===== config.mk =====
export PLATFORM = sky130hd
export DESIGN_NAME = rip_packet_parser_flat
export DESIGN_NICKNAME = d
export VERILOG_FILES = /design/src/rtl/rpp_pkg.sv /design/src/rtl/rpp_if.sv /design/src/rtl/rpp_parse.sv /design/src/rtl/rpp_out_fifo.sv /design/src/rtl/rip_packet_parser.sv /design/src/flat_wrapper.sv
export SDC_FILE = /design/constraint.sdc
export NUM_CORES = 1
export LEC_CHECK = 0
export BUFFER_PORTS_ARGS = -buffer_cell sky130_fd_sc_hd__buf_2
export CORE_MARGIN = 2
export CORE_UTILIZATION = 61
export CTS_CLUSTER_DIAMETER = 200
export CTS_CLUSTER_SIZE = 20
export DETAILED_ROUTE_END_ITERATION = 10
export PLACE_DENSITY_LB_ADDON = 0.25
export REMOVE_ABC_BUFFERS = 1
export SETUP_SLACK_MARGIN = 0.05
export SYNTH_ARGS = -nofsm -noshare
export SYNTH_HDL_FRONTEND = slang
export SYNTH_SLANG_ARGS = --single-unit
export TNS_END_PERCENT = 30

===== constraint.sdc =====
create_clock -name clk -period 4.6 [get_ports clk]
set_clock_uncertainty 0.2 [all_clocks]
set_input_delay 0.23 -clock clk [delete_from_list [all_inputs] [get_ports clk]]
set_output_delay 0.23 -clock clk [all_outputs]
set_load 0.1 [all_outputs]

===== src/rtl/rpp_pkg.sv =====
// Shared types and constants for the RIP packet parser.
`default_nettype none
package rpp_pkg;

	// Byte offsets in the packet (fixed 20-byte IP header, 8-byte UDP header)
	localparam int unsigned LEN_HI_POS   = 2;
	localparam int unsigned LEN_LO_POS   = 3;
	localparam int unsigned CMD_POS      = 28;
	localparam int unsigned VER_POS      = 29;
	localparam int unsigned ZERO_HI_POS  = 30;
	localparam int unsigned ZERO_LO_POS  = 31;
	localparam int unsigned ENTRY_POS    = 32;
	localparam int unsigned ENTRY_BYTES  = 20;

	localparam logic [7:0] CMD_REQUEST  = 8'd1;
	localparam logic [7:0] CMD_RESPONSE = 8'd2;
	localparam logic [7:0] RIP_VERSION  = 8'd2;
	localparam logic [15:0] FAMILY_IP   = 16'd2;
	localparam logic [31:0] METRIC_MAX  = 32'd16;

	// Error codes carried in the summary item
	localparam logic [2:0] ERR_NONE     = 3'd0;
	localparam logic [2:0] ERR_LENGTH   = 3'd1;
	localparam logic [2:0] ERR_HEADER   = 3'd2;
	localparam logic [2:0] ERR_FAMILY   = 3'd3;
	localparam logic [2:0] ERR_METRIC   = 3'd4;
	localparam logic [2:0] ERR_MASK     = 3'd5;
	localparam logic [2:0] ERR_TOO_MANY = 3'd6;
	localparam logic [2:0] ERR_SHORT    = 3'd7;

	localparam logic KIND_ROUTE   = 1'b0;
	localparam logic KIND_SUMMARY = 1'b1;

	// Result queue
	localparam int unsigned FIFO_DEPTH = 4;
	localparam int unsigned FIFO_AW    = $clog2(FIFO_DEPTH);
	localparam int unsigned FIFO_CW    = $clog2(FIFO_DEPTH + 1);

	typedef struct packed {
		logic        record_kind;
		logic [31:0] route_address;
		logic [31:0] route_mask;
		logic [31:0] route_next_hop;
		logic [31:0] route_metric;
		logic [7:0]  packet_command;
		logic [4:0]  entry_total;
		logic [2:0]  error_code;
		logic        is_last;
	} record_t;

	// Up to two items produced by one packet byte
	typedef struct packed {
		logic    route_push;
		logic    sum_push;
		record_t route_rec;
		record_t sum_rec;
	} push_t;

endpackage
`default_nettype wire


===== src/rtl/rpp_if.sv =====
// Valid/ready channel interfaces for packet bytes and parser items.
`default_nettype none
interface rpp_in_if;
	logic       valid;
	logic       ready;
	logic [7:0] data_byte;
	logic       end_of_packet;

	modport source(output valid, output data_byte, output end_of_packet, input ready);
	modport sink(input valid, input data_byte, input end_of_packet, output ready);
endinterface

interface rpp_out_if;
	logic        valid;
	logic        ready;
	logic        record_kind;
	logic [31:0] route_address;
	logic [31:0] route_mask;
	logic [31:0] route_next_hop;
	logic [31:0] route_metric;
	logic [7:0]  packet_command;
	logic [4:0]  entry_total;
	logic [2:0]  error_code;
	logic        is_last;

	modport source(output valid, output record_kind, output route_address,
		output route_mask, output route_next_hop, output route_metric,
		output packet_command, output entry_total, output error_code,
		output is_last, input ready);
	modport sink(input valid, input record_kind, input route_address,
		input route_mask, input route_next_hop, input route_metric,
		input packet_command, input entry_total, input error_code,
		input is_last, output ready);
endinterface
`default_nettype wire


===== src/rtl/rpp_parse.sv =====
// Byte-wise packet state, entry checks and item construction.
`default_nettype none
module rpp_parse #(
	parameter int unsigned MAX_ENTRIES = 25
) (
	input  wire logic          clk,
	input  wire logic          arst_n,
	input  wire logic          accept,
	input  wire logic [7:0]    data_byte,
	input  wire logic          end_of_packet,
	output rpp_pkg::push_t     push
);
	import rpp_pkg::*;

	logic [15:0] byte_position_q, byte_position_d;
	logic [15:0] declared_length_q, declared_length_d;
	logic [7:0]  command_q, command_d;
	logic        header_fault_q, header_fault_d;
	logic [4:0]  entry_idx_q, entry_idx_d;
	logic [31:0] family_tag_q, family_tag_d;
	logic [31:0] address_q, address_d;
	logic [31:0] mask_q, mask_d;
	logic [31:0] next_hop_q, next_hop_d;
	logic [31:0] metric_q, metric_d;
	logic [4:0]  entries_q, entries_d;
	logic [2:0]  first_error_q, first_error_d;

	logic [16:0] received;
	logic [2:0]  entry_err;
	logic [2:0]  sum_code;
	logic [31:0] mask_inv;
	logic [31:0] metric_next;
	logic        fam_ok;
	logic        route_push;
	logic        sum_push;
	record_t     route_rec;
	record_t     sum_rec;

	// Metric word with the current byte shifted in (complete on the last entry byte)
	assign metric_next = {metric_q[23:0], data_byte};

	// Entry check on the completed words
	always_comb begin
		mask_inv = ~mask_q;
		fam_ok = (command_q == CMD_RESPONSE && family_tag_q[31:16] == FAMILY_IP) ||
			(command_q == CMD_REQUEST && family_tag_q[31:16] == 16'd0);
		if (!fam_ok || family_tag_q[15:0] != 16'd0) begin
			entry_err = ERR_FAMILY;
		end else if (metric_next == 32'd0 || metric_next > METRIC_MAX) begin
			entry_err = ERR_METRIC;
		end else if ((mask_inv & (mask_inv + 32'd1)) != 32'd0) begin
			entry_err = ERR_MASK;
		end else begin
			entry_err = ERR_NONE;
		end
	end

	always_comb begin
		byte_position_d   = byte_position_q;
		declared_length_d = declared_length_q;
		command_d         = command_q;
		header_fault_d    = header_fault_q;
		entry_idx_d       = entry_idx_q;
		family_tag_d      = family_tag_q;
		address_d         = address_q;
		mask_d            = mask_q;
		next_hop_d        = next_hop_q;
		metric_d          = metric_q;
		entries_d         = entries_q;
		first_error_d     = first_error_q;
		route_push        = 1'b0;
		sum_push          = 1'b0;

		if (byte_position_q == 16'(LEN_HI_POS)) begin
			declared_length_d[15:8] = data_byte;
		end else if (byte_position_q == 16'(LEN_LO_POS)) begin
			declared_length_d[7:0] = data_byte;
		end else if (byte_position_q == 16'(CMD_POS)) begin
			command_d = data_byte;
			if (data_byte != CMD_REQUEST && data_byte != CMD_RESPONSE) begin
				header_fault_d = 1'b1;
			end
		end else if (byte_position_q == 16'(VER_POS)) begin
			if (data_byte != RIP_VERSION) begin
				header_fault_d = 1'b1;
			end
		end else if (byte_position_q == 16'(ZERO_HI_POS) ||
				byte_position_q == 16'(ZERO_LO_POS)) begin
			if (data_byte != 8'd0) begin
				header_fault_d = 1'b1;
			end
			if (byte_position_q == 16'(ZERO_LO_POS) && header_fault_d &&
					first_error_d == ERR_NONE) begin
				first_error_d = ERR_HEADER;
			end
		end else if (byte_position_q >= 16'(ENTRY_POS)) begin
			if (entry_idx_q < 5'd4) begin
				family_tag_d = {family_tag_q[23:0], data_byte};
			end else if (entry_idx_q < 5'd8) begin
				address_d = {address_q[23:0], data_byte};
			end else if (entry_idx_q < 5'd12) begin
				mask_d = {mask_q[23:0], data_byte};
			end else if (entry_idx_q < 5'd16) begin
				next_hop_d = {next_hop_q[23:0], data_byte};
			end else begin
				metric_d = metric_next;
			end

			if (entry_idx_q >= 5'(ENTRY_BYTES - 1)) begin
				entry_idx_d = 5'd0;
				if (entries_q >= 5'(MAX_ENTRIES)) begin
					if (first_error_d == ERR_NONE) begin
						first_error_d = ERR_TOO_MANY;
					end
				end else begin
					if (entry_err != ERR_NONE && first_error_d == ERR_NONE) begin
						first_error_d = entry_err;
					end
					entries_d  = entries_q + 5'd1;
					route_push = 1'b1;
				end
			end else begin
				entry_idx_d = entry_idx_q + 5'd1;
			end
		end

		if (byte_position_q != 16'hFFFF) begin
			byte_position_d = byte_position_q + 16'd1;
		end

		sum_push = end_of_packet;
		if (end_of_packet) begin
			byte_position_d   = '0;
			declared_length_d = '0;
			command_d         = '0;
			header_fault_d    = 1'b0;
			entry_idx_d       = '0;
			family_tag_d      = '0;
			address_d         = '0;
			mask_d            = '0;
			next_hop_d        = '0;
			metric_d          = '0;
			entries_d         = '0;
			first_error_d     = ERR_NONE;
		end
	end

	// Summary code: length beats too-short beats the first recorded fault
	assign received = {1'b0, byte_position_q} + 17'd1;

	always_comb begin
		if (received >= 17'(LEN_LO_POS + 1) && {1'b0, declared_length_q} > received &&
				byte_position_q != 16'(LEN_HI_POS)) begin
			sum_code = ERR_LENGTH;
		end else if (byte_position_q == 16'(LEN_LO_POS) &&
				{1'b0, declared_length_q[15:8], data_byte} > received) begin
			sum_code = ERR_LENGTH;
		end else if (received < 17'(ENTRY_POS)) begin
			sum_code = ERR_SHORT;
		end else begin
			sum_code = first_error_q;
			if (byte_position_q == 16'(ZERO_LO_POS) ||
					byte_position_q >= 16'(ENTRY_POS)) begin
				sum_code = first_error_q;
			end
		end
	end

	// First error as it stands after this byte, before the end-of-packet clear
	function automatic logic [2:0] pre_reset_error();
		logic [2:0] e;
		e = first_error_q;
		if (byte_position_q == 16'(ZERO_LO_POS)) begin
			if ((header_fault_q || data_byte != 8'd0) && e == ERR_NONE) begin
				e = ERR_HEADER;
			end
		end else if (byte_position_q >= 16'(ENTRY_POS) &&
				entry_idx_q >= 5'(ENTRY_BYTES - 1) && e == ERR_NONE) begin
			if (entries_q >= 5'(MAX_ENTRIES)) begin
				e = ERR_TOO_MANY;
			end else begin
				e = entry_err;
			end
		end
		return e;
	endfunction

	// Route item: address/mask/next hop are final before the last entry byte
	always_comb begin
		route_rec                = '0;
		route_rec.record_kind    = KIND_ROUTE;
		route_rec.route_address  = address_q;
		route_rec.route_mask     = mask_q;
		route_rec.route_next_hop = next_hop_q;
		route_rec.route_metric   = metric_next;
		route_rec.packet_command = command_q;

		sum_rec                  = '0;
		sum_rec.record_kind      = KIND_SUMMARY;
		sum_rec.packet_command   = (byte_position_q == 16'(CMD_POS)) ? data_byte : command_q;
		sum_rec.entry_total      = entries_q + 5'(route_push);
		sum_rec.is_last          = 1'b1;
		if (sum_code == ERR_LENGTH || sum_code == ERR_SHORT) begin
			sum_rec.error_code = sum_code;
		end else begin
			sum_rec.error_code = pre_reset_error();
		end
	end

	assign push = '{route_push, sum_push, route_rec, sum_rec};

	always_ff @(posedge clk or negedge arst_n) begin
		if (!arst_n) begin
			byte_position_q   <= '0;
			declared_length_q <= '0;
			command_q         <= '0;
			header_fault_q    <= 1'b0;
			entry_idx_q       <= '0;
			family_tag_q      <= '0;
			address_q         <= '0;
			mask_q            <= '0;
			next_hop_q        <= '0;
			metric_q          <= '0;
			entries_q         <= '0;
			first_error_q     <= ERR_NONE;
		end else if (accept) begin
			byte_position_q   <= byte_position_d;
			declared_length_q <= declared_length_d;
			command_q         <= command_d;
			header_fault_q    <= header_fault_d;
			entry_idx_q       <= entry_idx_d;
			family_tag_q      <= family_tag_d;
			address_q         <= address_d;
			mask_q            <= mask_d;
			next_hop_q        <= next_hop_d;
			metric_q          <= metric_d;
			entries_q         <= entries_d;
			first_error_q     <= first_error_d;
		end
	end

	entry_idx_range: assert property (@(posedge clk) disable iff (!arst_n)
		entry_idx_q <= 5'(ENTRY_BYTES - 1))
		else $error("entry byte index out of range");

	route_in_body: assert property (@(posedge clk) disable iff (!arst_n)
		(accept && route_push) |-> (byte_position_q >= 16'(ENTRY_POS)))
		else $error("route item outside the entry area");

	clear_after_sum: assert property (@(posedge clk) disable iff (!arst_n)
		(accept && sum_push) |=> (byte_position_q == 16'd0 && entries_q == 5'd0))
		else $error("state not cleared after packet end");

endmodule
`default_nettype wire


===== src/rtl/rpp_out_fifo.sv =====
// Small result queue: takes up to two items per cycle, hands out one.
`default_nettype none
module rpp_out_fifo (
	input  wire logic             clk,
	input  wire logic             arst_n,
	input  wire logic             accept,
	input  rpp_pkg::push_t        push,
	output logic                  room,
	output logic                  head_valid,
	input  wire logic             head_pop,
	output rpp_pkg::record_t      head
);
	import rpp_pkg::*;

	record_t              mem [FIFO_DEPTH];
	logic [FIFO_AW-1:0]   wr_ptr_q;
	logic [FIFO_AW-1:0]   rd_ptr_q;
	logic [FIFO_CW-1:0]   count_q;
	logic                 wr0;
	logic                 wr1;
	logic [FIFO_CW-1:0]   n_push;
	logic                 pop;
	record_t              d0;

	assign wr0    = accept && (push.route_push || push.sum_push);
	assign wr1    = accept && push.route_push && push.sum_push;
	assign d0     = push.route_push ? push.route_rec : push.sum_rec;
	assign n_push = FIFO_CW'(wr0) + FIFO_CW'(wr1);
	assign pop    = head_valid && head_pop;

	assign room       = count_q <= FIFO_CW'(FIFO_DEPTH - 2);
	assign head_valid = count_q != '0;
	assign head       = mem[rd_ptr_q];

	always_ff @(posedge clk) begin
		if (wr0) begin
			mem[wr_ptr_q] <= d0;
		end
		if (wr1) begin
			mem[wr_ptr_q + FIFO_AW'(1)] <= push.sum_rec;
		end
	end

	always_ff @(posedge clk or negedge arst_n) begin
		if (!arst_n) begin
			wr_ptr_q <= '0;
			rd_ptr_q <= '0;
			count_q  <= '0;
		end else begin
			wr_ptr_q <= wr_ptr_q + FIFO_AW'(n_push);
			rd_ptr_q <= rd_ptr_q + FIFO_AW'(pop);
			count_q  <= count_q + n_push - FIFO_CW'(pop);
		end
	end

	no_overflow: assert property (@(posedge clk) disable iff (!arst_n)
		(n_push != '0) |-> (count_q <= FIFO_CW'(FIFO_DEPTH - 2)))
		else $error("push into full queue");

	count_bound: assert property (@(posedge clk) disable iff (!arst_n)
		count_q <= FIFO_CW'(FIFO_DEPTH))
		else $error("queue count out of range");

	ptr_count: assert property (@(posedge clk) disable iff (!arst_n)
		FIFO_AW'(wr_ptr_q - rd_ptr_q) == FIFO_AW'(count_q))
		else $error("queue pointers disagree with count");

endmodule
`default_nettype wire


===== src/rtl/rip_packet_parser.sv =====
// Top level of the RIPv2 packet parser: byte input, route and summary items out.
// Items caused by a byte enter the result queue as the byte is accepted; rec offers the head.
// Throughput: one byte per cycle while ready; a byte yields at most two items (route + summary).
// pkt.ready is high while the 4-entry result queue has two free slots, so it only
// drops when rec is stalled. Reset (arst_n low) clears all parser state and empties the queue.
`default_nettype none
module rip_packet_parser #(
	parameter int unsigned MAX_ENTRIES = 25
) (
	input  wire logic  clk,
	input  wire logic  arst_n,
	rpp_in_if.sink     pkt,
	rpp_out_if.source  rec
);
	import rpp_pkg::*;

	push_t   push;
	record_t head;
	logic    accept;
	logic    room;
	logic    head_valid;

	// A byte is taken whenever the queue can absorb the worst case of two items.
	assign pkt.ready = room;
	assign accept    = pkt.valid && room;

	// Parser: packet position, header checks, entry assembly and checks.
	// All decisions for a byte are made in the cycle it is accepted.
	rpp_parse #(
		.MAX_ENTRIES(MAX_ENTRIES)
	) u_parse (
		.clk          (clk),
		.arst_n       (arst_n),
		.accept       (accept),
		.data_byte    (pkt.data_byte),
		.end_of_packet(pkt.end_of_packet),
		.push         (push)
	);

	// Result queue decouples the output handshake from the byte stream;
	// a route item is written ahead of a summary item from the same byte.
	rpp_out_fifo u_fifo (
		.clk       (clk),
		.arst_n    (arst_n),
		.accept    (accept),
		.push      (push),
		.room      (room),
		.head_valid(head_valid),
		.head_pop  (rec.ready),
		.head      (head)
	);

	// Drive the output channel from the queue head.
	assign rec.valid          = head_valid;
	assign rec.record_kind    = head.record_kind;
	assign rec.route_address  = head.route_address;
	assign rec.route_mask     = head.route_mask;
	assign rec.route_next_hop = head.route_next_hop;
	assign rec.route_metric   = head.route_metric;
	assign rec.packet_command = head.packet_command;
	assign rec.entry_total    = head.entry_total;
	assign rec.error_code     = head.error_code;
	assign rec.is_last        = head.is_last;

endmodule
`default_nettype wire


===== src/flat_wrapper.sv =====
// flat-port wrapper written by rule: the top's interface ports become plain ports
module rip_packet_parser_flat import rpp_pkg::*;
#(
	parameter int unsigned MAX_ENTRIES = 25
)
  (clk, arst_n, pkt_valid, pkt_data_byte, pkt_end_of_packet, pkt_ready, rec_valid, rec_record_kind, rec_route_address, rec_route_mask, rec_route_next_hop, rec_route_metric, rec_packet_command, rec_entry_total, rec_error_code, rec_is_last, rec_ready);
  rpp_in_if pkt_i ();
  rpp_out_if rec_i ();
  input  wire logic clk;
  input  wire logic arst_n;
  input wire logic [$bits(pkt_i.valid)-1:0] pkt_valid;
  input wire logic [$bits(pkt_i.data_byte)-1:0] pkt_data_byte;
  input wire logic [$bits(pkt_i.end_of_packet)-1:0] pkt_end_of_packet;
  output wire logic [$bits(pkt_i.ready)-1:0] pkt_ready;
  output wire logic [$bits(rec_i.valid)-1:0] rec_valid;
  output wire logic [$bits(rec_i.record_kind)-1:0] rec_record_kind;
  output wire logic [$bits(rec_i.route_address)-1:0] rec_route_address;
  output wire logic [$bits(rec_i.route_mask)-1:0] rec_route_mask;
  output wire logic [$bits(rec_i.route_next_hop)-1:0] rec_route_next_hop;
  output wire logic [$bits(rec_i.route_metric)-1:0] rec_route_metric;
  output wire logic [$bits(rec_i.packet_command)-1:0] rec_packet_command;
  output wire logic [$bits(rec_i.entry_total)-1:0] rec_entry_total;
  output wire logic [$bits(rec_i.error_code)-1:0] rec_error_code;
  output wire logic [$bits(rec_i.is_last)-1:0] rec_is_last;
  input wire logic [$bits(rec_i.ready)-1:0] rec_ready;
  assign pkt_i.valid = pkt_valid;
  assign pkt_i.data_byte = pkt_data_byte;
  assign pkt_i.end_of_packet = pkt_end_of_packet;
  assign pkt_ready = pkt_i.ready;
  assign rec_valid = rec_i.valid;
  assign rec_record_kind = rec_i.record_kind;
  assign rec_route_address = rec_i.route_address;
  assign rec_route_mask = rec_i.route_mask;
  assign rec_route_next_hop = rec_i.route_next_hop;
  assign rec_route_metric = rec_i.route_metric;
  assign rec_packet_command = rec_i.packet_command;
  assign rec_entry_total = rec_i.entry_total;
  assign rec_error_code = rec_i.error_code;
  assign rec_is_last = rec_i.is_last;
  assign rec_i.ready = rec_ready;
  rip_packet_parser #(.MAX_ENTRIES(MAX_ENTRIES)) u_core (.clk(clk), .arst_n(arst_n), .pkt(pkt_i), .rec(rec_i));
endmodule

==> impl_metrics.py <==
metrics = {
    "die": {
        "initial_core_util_pct": 61.62,
        "io_pins": 161,
        "core_um2": 54990,
        "die_area_um2": 57450,
        "fp-row-count": 86,
        "fp.dieH_um": 239.7,
        "fp.dieW_um": 239.7,
    },
    "finish": {
        "synthToLayoutAreaGrowth_pct": 7.057,
        "diodes": 0,
        "nNetsFinal": 3405,
        "stdcell_area_um2": 36270,
        "drive_gt1_share_pct": 15.68,
        "postLayoutCoreUtil_pct": 65.97,
        "fillerInstances": 4261,
        "stdcell_count": 4135,
    },
    "sta": {
        "slew_headroom_pct": 17.55,
        "period_share_pct": 89.70,
        "min_period_ps": 4126,
        "fin_ws_ps": 473.6,
        "rsz0062_at_grt": "no",
        "hold_viol_final": 0,
        "max_slew.worst_pin.slew_ps": 1232,
        "maxSlewViolCount": 0,
        "setup_viol": 0,
        "max_freq_mhz": 242.3,
        "timing.setup.tns_ps": 0,
    },
    "flow_run": {
        "maxCapViolations": 0,
    },
    "worst_setup_path": {
        "timing.rr.end": "u_core.u_fifo.mem[1][2]",
        "end_kind": "register",
        "crit_arrival_ps": 4320,
        "required_ps": 4800,
        "cp_slowest_stage_delay_ps": 480,
        "slowest_stage": "dfrtp_1",
        "r2r_slack_ps": 470,
        "crit_type": "register to register",
        "cp-start-kind": "register",
        "path_cells": "ha_1 -> nand4_1 -> nor3_2 -> nand2_1 -> xor2_1 -> ha_1 -> and3_1 -> a221o_1 -> a31oi_1 -> a21boi_0 -> o21ai_1 -> nor2_1 -> nor4_1",
        "path_buf_inv": 0,
        "path_delay_family": "simple AND/OR/NAND/NOR gates",
        "cp_common_cell": "ha_1",
        "cp_max_fo": 8,
        "rr_worst_depth": 13,
        "r2r-start": "u_core.u_parse.byte_position_q[0]",
    },
    "clocking": {
        "root_buffer": "clkbuf_16",
        "htree_levels": 2,
        "clkTransAtPathRegs_ps": 80,
        "cts_sinks": 793,
        "cts_tree": "done",
        "clkLatencyLatePin_ps": 620,
        "cts_buffer_depth": 3,
        "cts_buffers": 45,
        "cts_resized": 0,
    },
    "yosys": {
        "synth_area_leaders": "dfxtp_1, dfrtp_1, mux4_2",
        "syn_avg_cell_area_um2": 10.02,
        "synthCells": 3380,
        "ys_ff_latch": 793,
        "synth_common_cells": "dfxtp_1, nand3_1, nand2_1",
        "yosys.area.top_type_share_pct": 30.49,
        "synthSimpleGateAreaFrac_pct": 17.89,
        "yosys_warnings": 0,
        "muxShareOfSynthArea_pct": 9.904,
        "synth_fa_ha_area_share_pct": 1.499,
        "yosysSeqAreaShare_pct": 51.89,
        "synth-main-ff-cell": "dfxtp_1",
        "synth_compound_area_share_pct": 13.18,
        "synth_top_family_by_area": "simple AND/OR/NAND/NOR gates",
        "syn_area_um2": 33880,
        "async_flop_share_pct": 26.86,
        "synth.distinct_cells": 74,
        "yosys.area.top_type": "dfxtp_1",
        "yosysMostFrequentCell": "dfxtp_1",
        "synth_edf_count": 64,
        "synth-xor-area-share_pct": 0.7127,
    },
    "pwr": {
        "clock_power_share_pct": 24.8,
        "powerDensity_nw_per_um2": 463.0,
        "p_int_mw": 10.87,
        "ir_drop_mv": 0.5413,
        "p_leak_nw": 13.09,
        "p_sw_mw": 5.924,
        "switching_share_pct": 35.27,
        "power_frac_comb_pct": 25.9,
        "p_seq_share_pct": 49.2,
    },
    "global_route": {
        "antenna_found_initial": 0,
        "first_global_vias": 26260,
        "grt_first_pass_wirelength_um": 141400,
        "grt_use_total_pct": 31.07,
        "overflow": 0,
        "grt_max_degree": 215,
    },
    "route": {
        "first_iter_violations": 2619,
        "firstDrtPassIters": 5,
        "drt-total-wl_um": 89170,
        "num_vias": 26380,
        "via_per_inst": 6.380,
        "ant_nets": 0,
        "avgRoutedWirePerCell_um": 21.56,
        "drc": 0,
    },
    "placement": {
        "placed_cell_area_um2": 34860,
        "dp.cells": 4042,
        "io_buffers": 160,
        "gp_congestion": 0.9146,
        "hpwl_um": 53550,
        "dp_slack_ps": 464.8,
    },
    "min_path": {
        "hold_path_class": "primary input to asynchronous set/reset pin",
    },
    "run_status": {
        "status": "completed",
    },
}
## flip-flops by register name (all words and copies together) (netlist names), 5 cells and up
register / cells
u_core.u_parse.metric_q: 24
u_core.u_parse.address_q: 32
u_core.u_parse.entries_q: 5
u_core.u_parse.declared_length_q: 16
u_core.u_parse.mask_q: 32
u_core.u_parse.family_tag_q: 32
u_core.u_parse.byte_position_q: 16
u_core.u_fifo.mem: 580
u_core.u_parse.entry_idx_q: 5
u_core.u_parse.command_q: 8
u_core.u_parse.next_hop_q: 32
## layout make-up
class / instances / area [um^2] / share of cell area [%]
sequential: 793 / 17590 / 48.49
multi-input combinational: 2263 / 14760 / 40.70
timing repair buffer: 222 / 1579 / 4.353
clock buffer: 80 / 1279 / 3.525
tap: 748 / 935.9 / 2.580
inverter: 27 / 103.9 / 0.2863
clock inverter: 2 / 25.02 / 0.06899
## worst reg2reg max path: cells and delay by family, from the launching register on
| kind | cells | cell delay (ps) |
|---|---|---|
| fa+ha+maj | 2 | 500 |
| xor+xnor | 1 | 170 |
| compound gates | 4 | 1040 |
| flops | 1 | 480 |
| simple gates | 6 | 1560 |
## logic make-up (layout without fill, tap and decap cells)
group / after synthesis / after routing
AO/OA/AOI/OAI: 846 / 846
XOR/XNOR: 26 / 26
adder cells (fa/ha/maj): 40 / 40
buffers and inverters: 324 / 331
flip-flops: 793 / 793
multiplexers: 154 / 154
AND/OR/NAND/NOR: 1197 / 1197
## cells in the final DEF (no fill, tap or decap), types with 6 or more instances in the layout
master,netlist,layout
and2_1,9,9
mux2i_1,9,9
nor4_1,30,30
edfxtp_1,64,64
or3_1,6,6
or4_1,7,7
inv_1,25,25
nor2_1,56,54
buf_12,0,22
o31ai_1,7,7
mux4_2,145,145
o22ai_1,10,10
a21oi_1,63,63
and3_1,8,7
nand2_1,450,450
nor3_1,23,23
nand3_2,101,101
o21ai_1,326,324
ha_1,39,39
clkbuf_16,0,46
xnor2_1,13,13
clkbuf_1,157,34
o21ai_0,383,383
nand3_1,464,461
dfrtp_1,213,211
dlygate4sd3_1,0,11
buf_2,47,159
nor2b_1,7,7
nand4_1,13,13
dfxtp_1,516,516
o21a_1,9,9
xor2_1,12,12
buf_4,11,29
## per-stage QoR
stage	hold slack, ps	total power, mW
after floorplan	-265.6	11.43
after CTS	106.3	16.84
after global routing	139.3	17.55
final	72.48	16.79
after detailed placement	161.6	12.74
after global placement	153.2	12.65
## routing by layer
metal  part of all wire [%]  global-route usage (%)  up-vias
met5                      0                       0        -
met4                    2.6                   10.55        0
met3                    7.0                   3.999      149
met2                     49                   52.38     1034
met1                     41                   41.62    13100
li1                       -                       -    12100
## worst max-delay path by stage
stage                                      startpoint                        to  slack [ps]  cells past startpoint
floorplan                 u_core.u_parse.entries_q[0]  u_core.u_fifo.mem[3][10]       -7010                      6
global placement    u_core.u_parse.byte_position_q[0]   u_core.u_fifo.mem[0][2]         610                     13
detailed placement  u_core.u_parse.byte_position_q[2]   u_core.u_fifo.mem[1][2]         460                     12
CTS                 u_core.u_parse.byte_position_q[0]   u_core.u_fifo.mem[1][2]         460                     13
global route        u_core.u_parse.byte_position_q[0]   u_core.u_fifo.mem[0][2]          90                     13
finish              u_core.u_parse.byte_position_q[0]   u_core.u_fifo.mem[1][2]         470                     13
## power by group through the flow
stage	registers [mW]	clock network, mW	logic [mW]
after CTS	8.25	4.23	4.36
final	8.27	4.17	4.36
after global routing	8.35	4.48	4.72
after global placement	8.38	0	4.27
after floorplan	8.45	0	2.98
after detailed placement	8.40	0	4.34
## what timing repair did
item,CTS,global route
hold buffers,11,0
setup buffers,0,0
hold endpoints to repair,150,0
No activity file was read; power rests on OpenSTA's default activity.
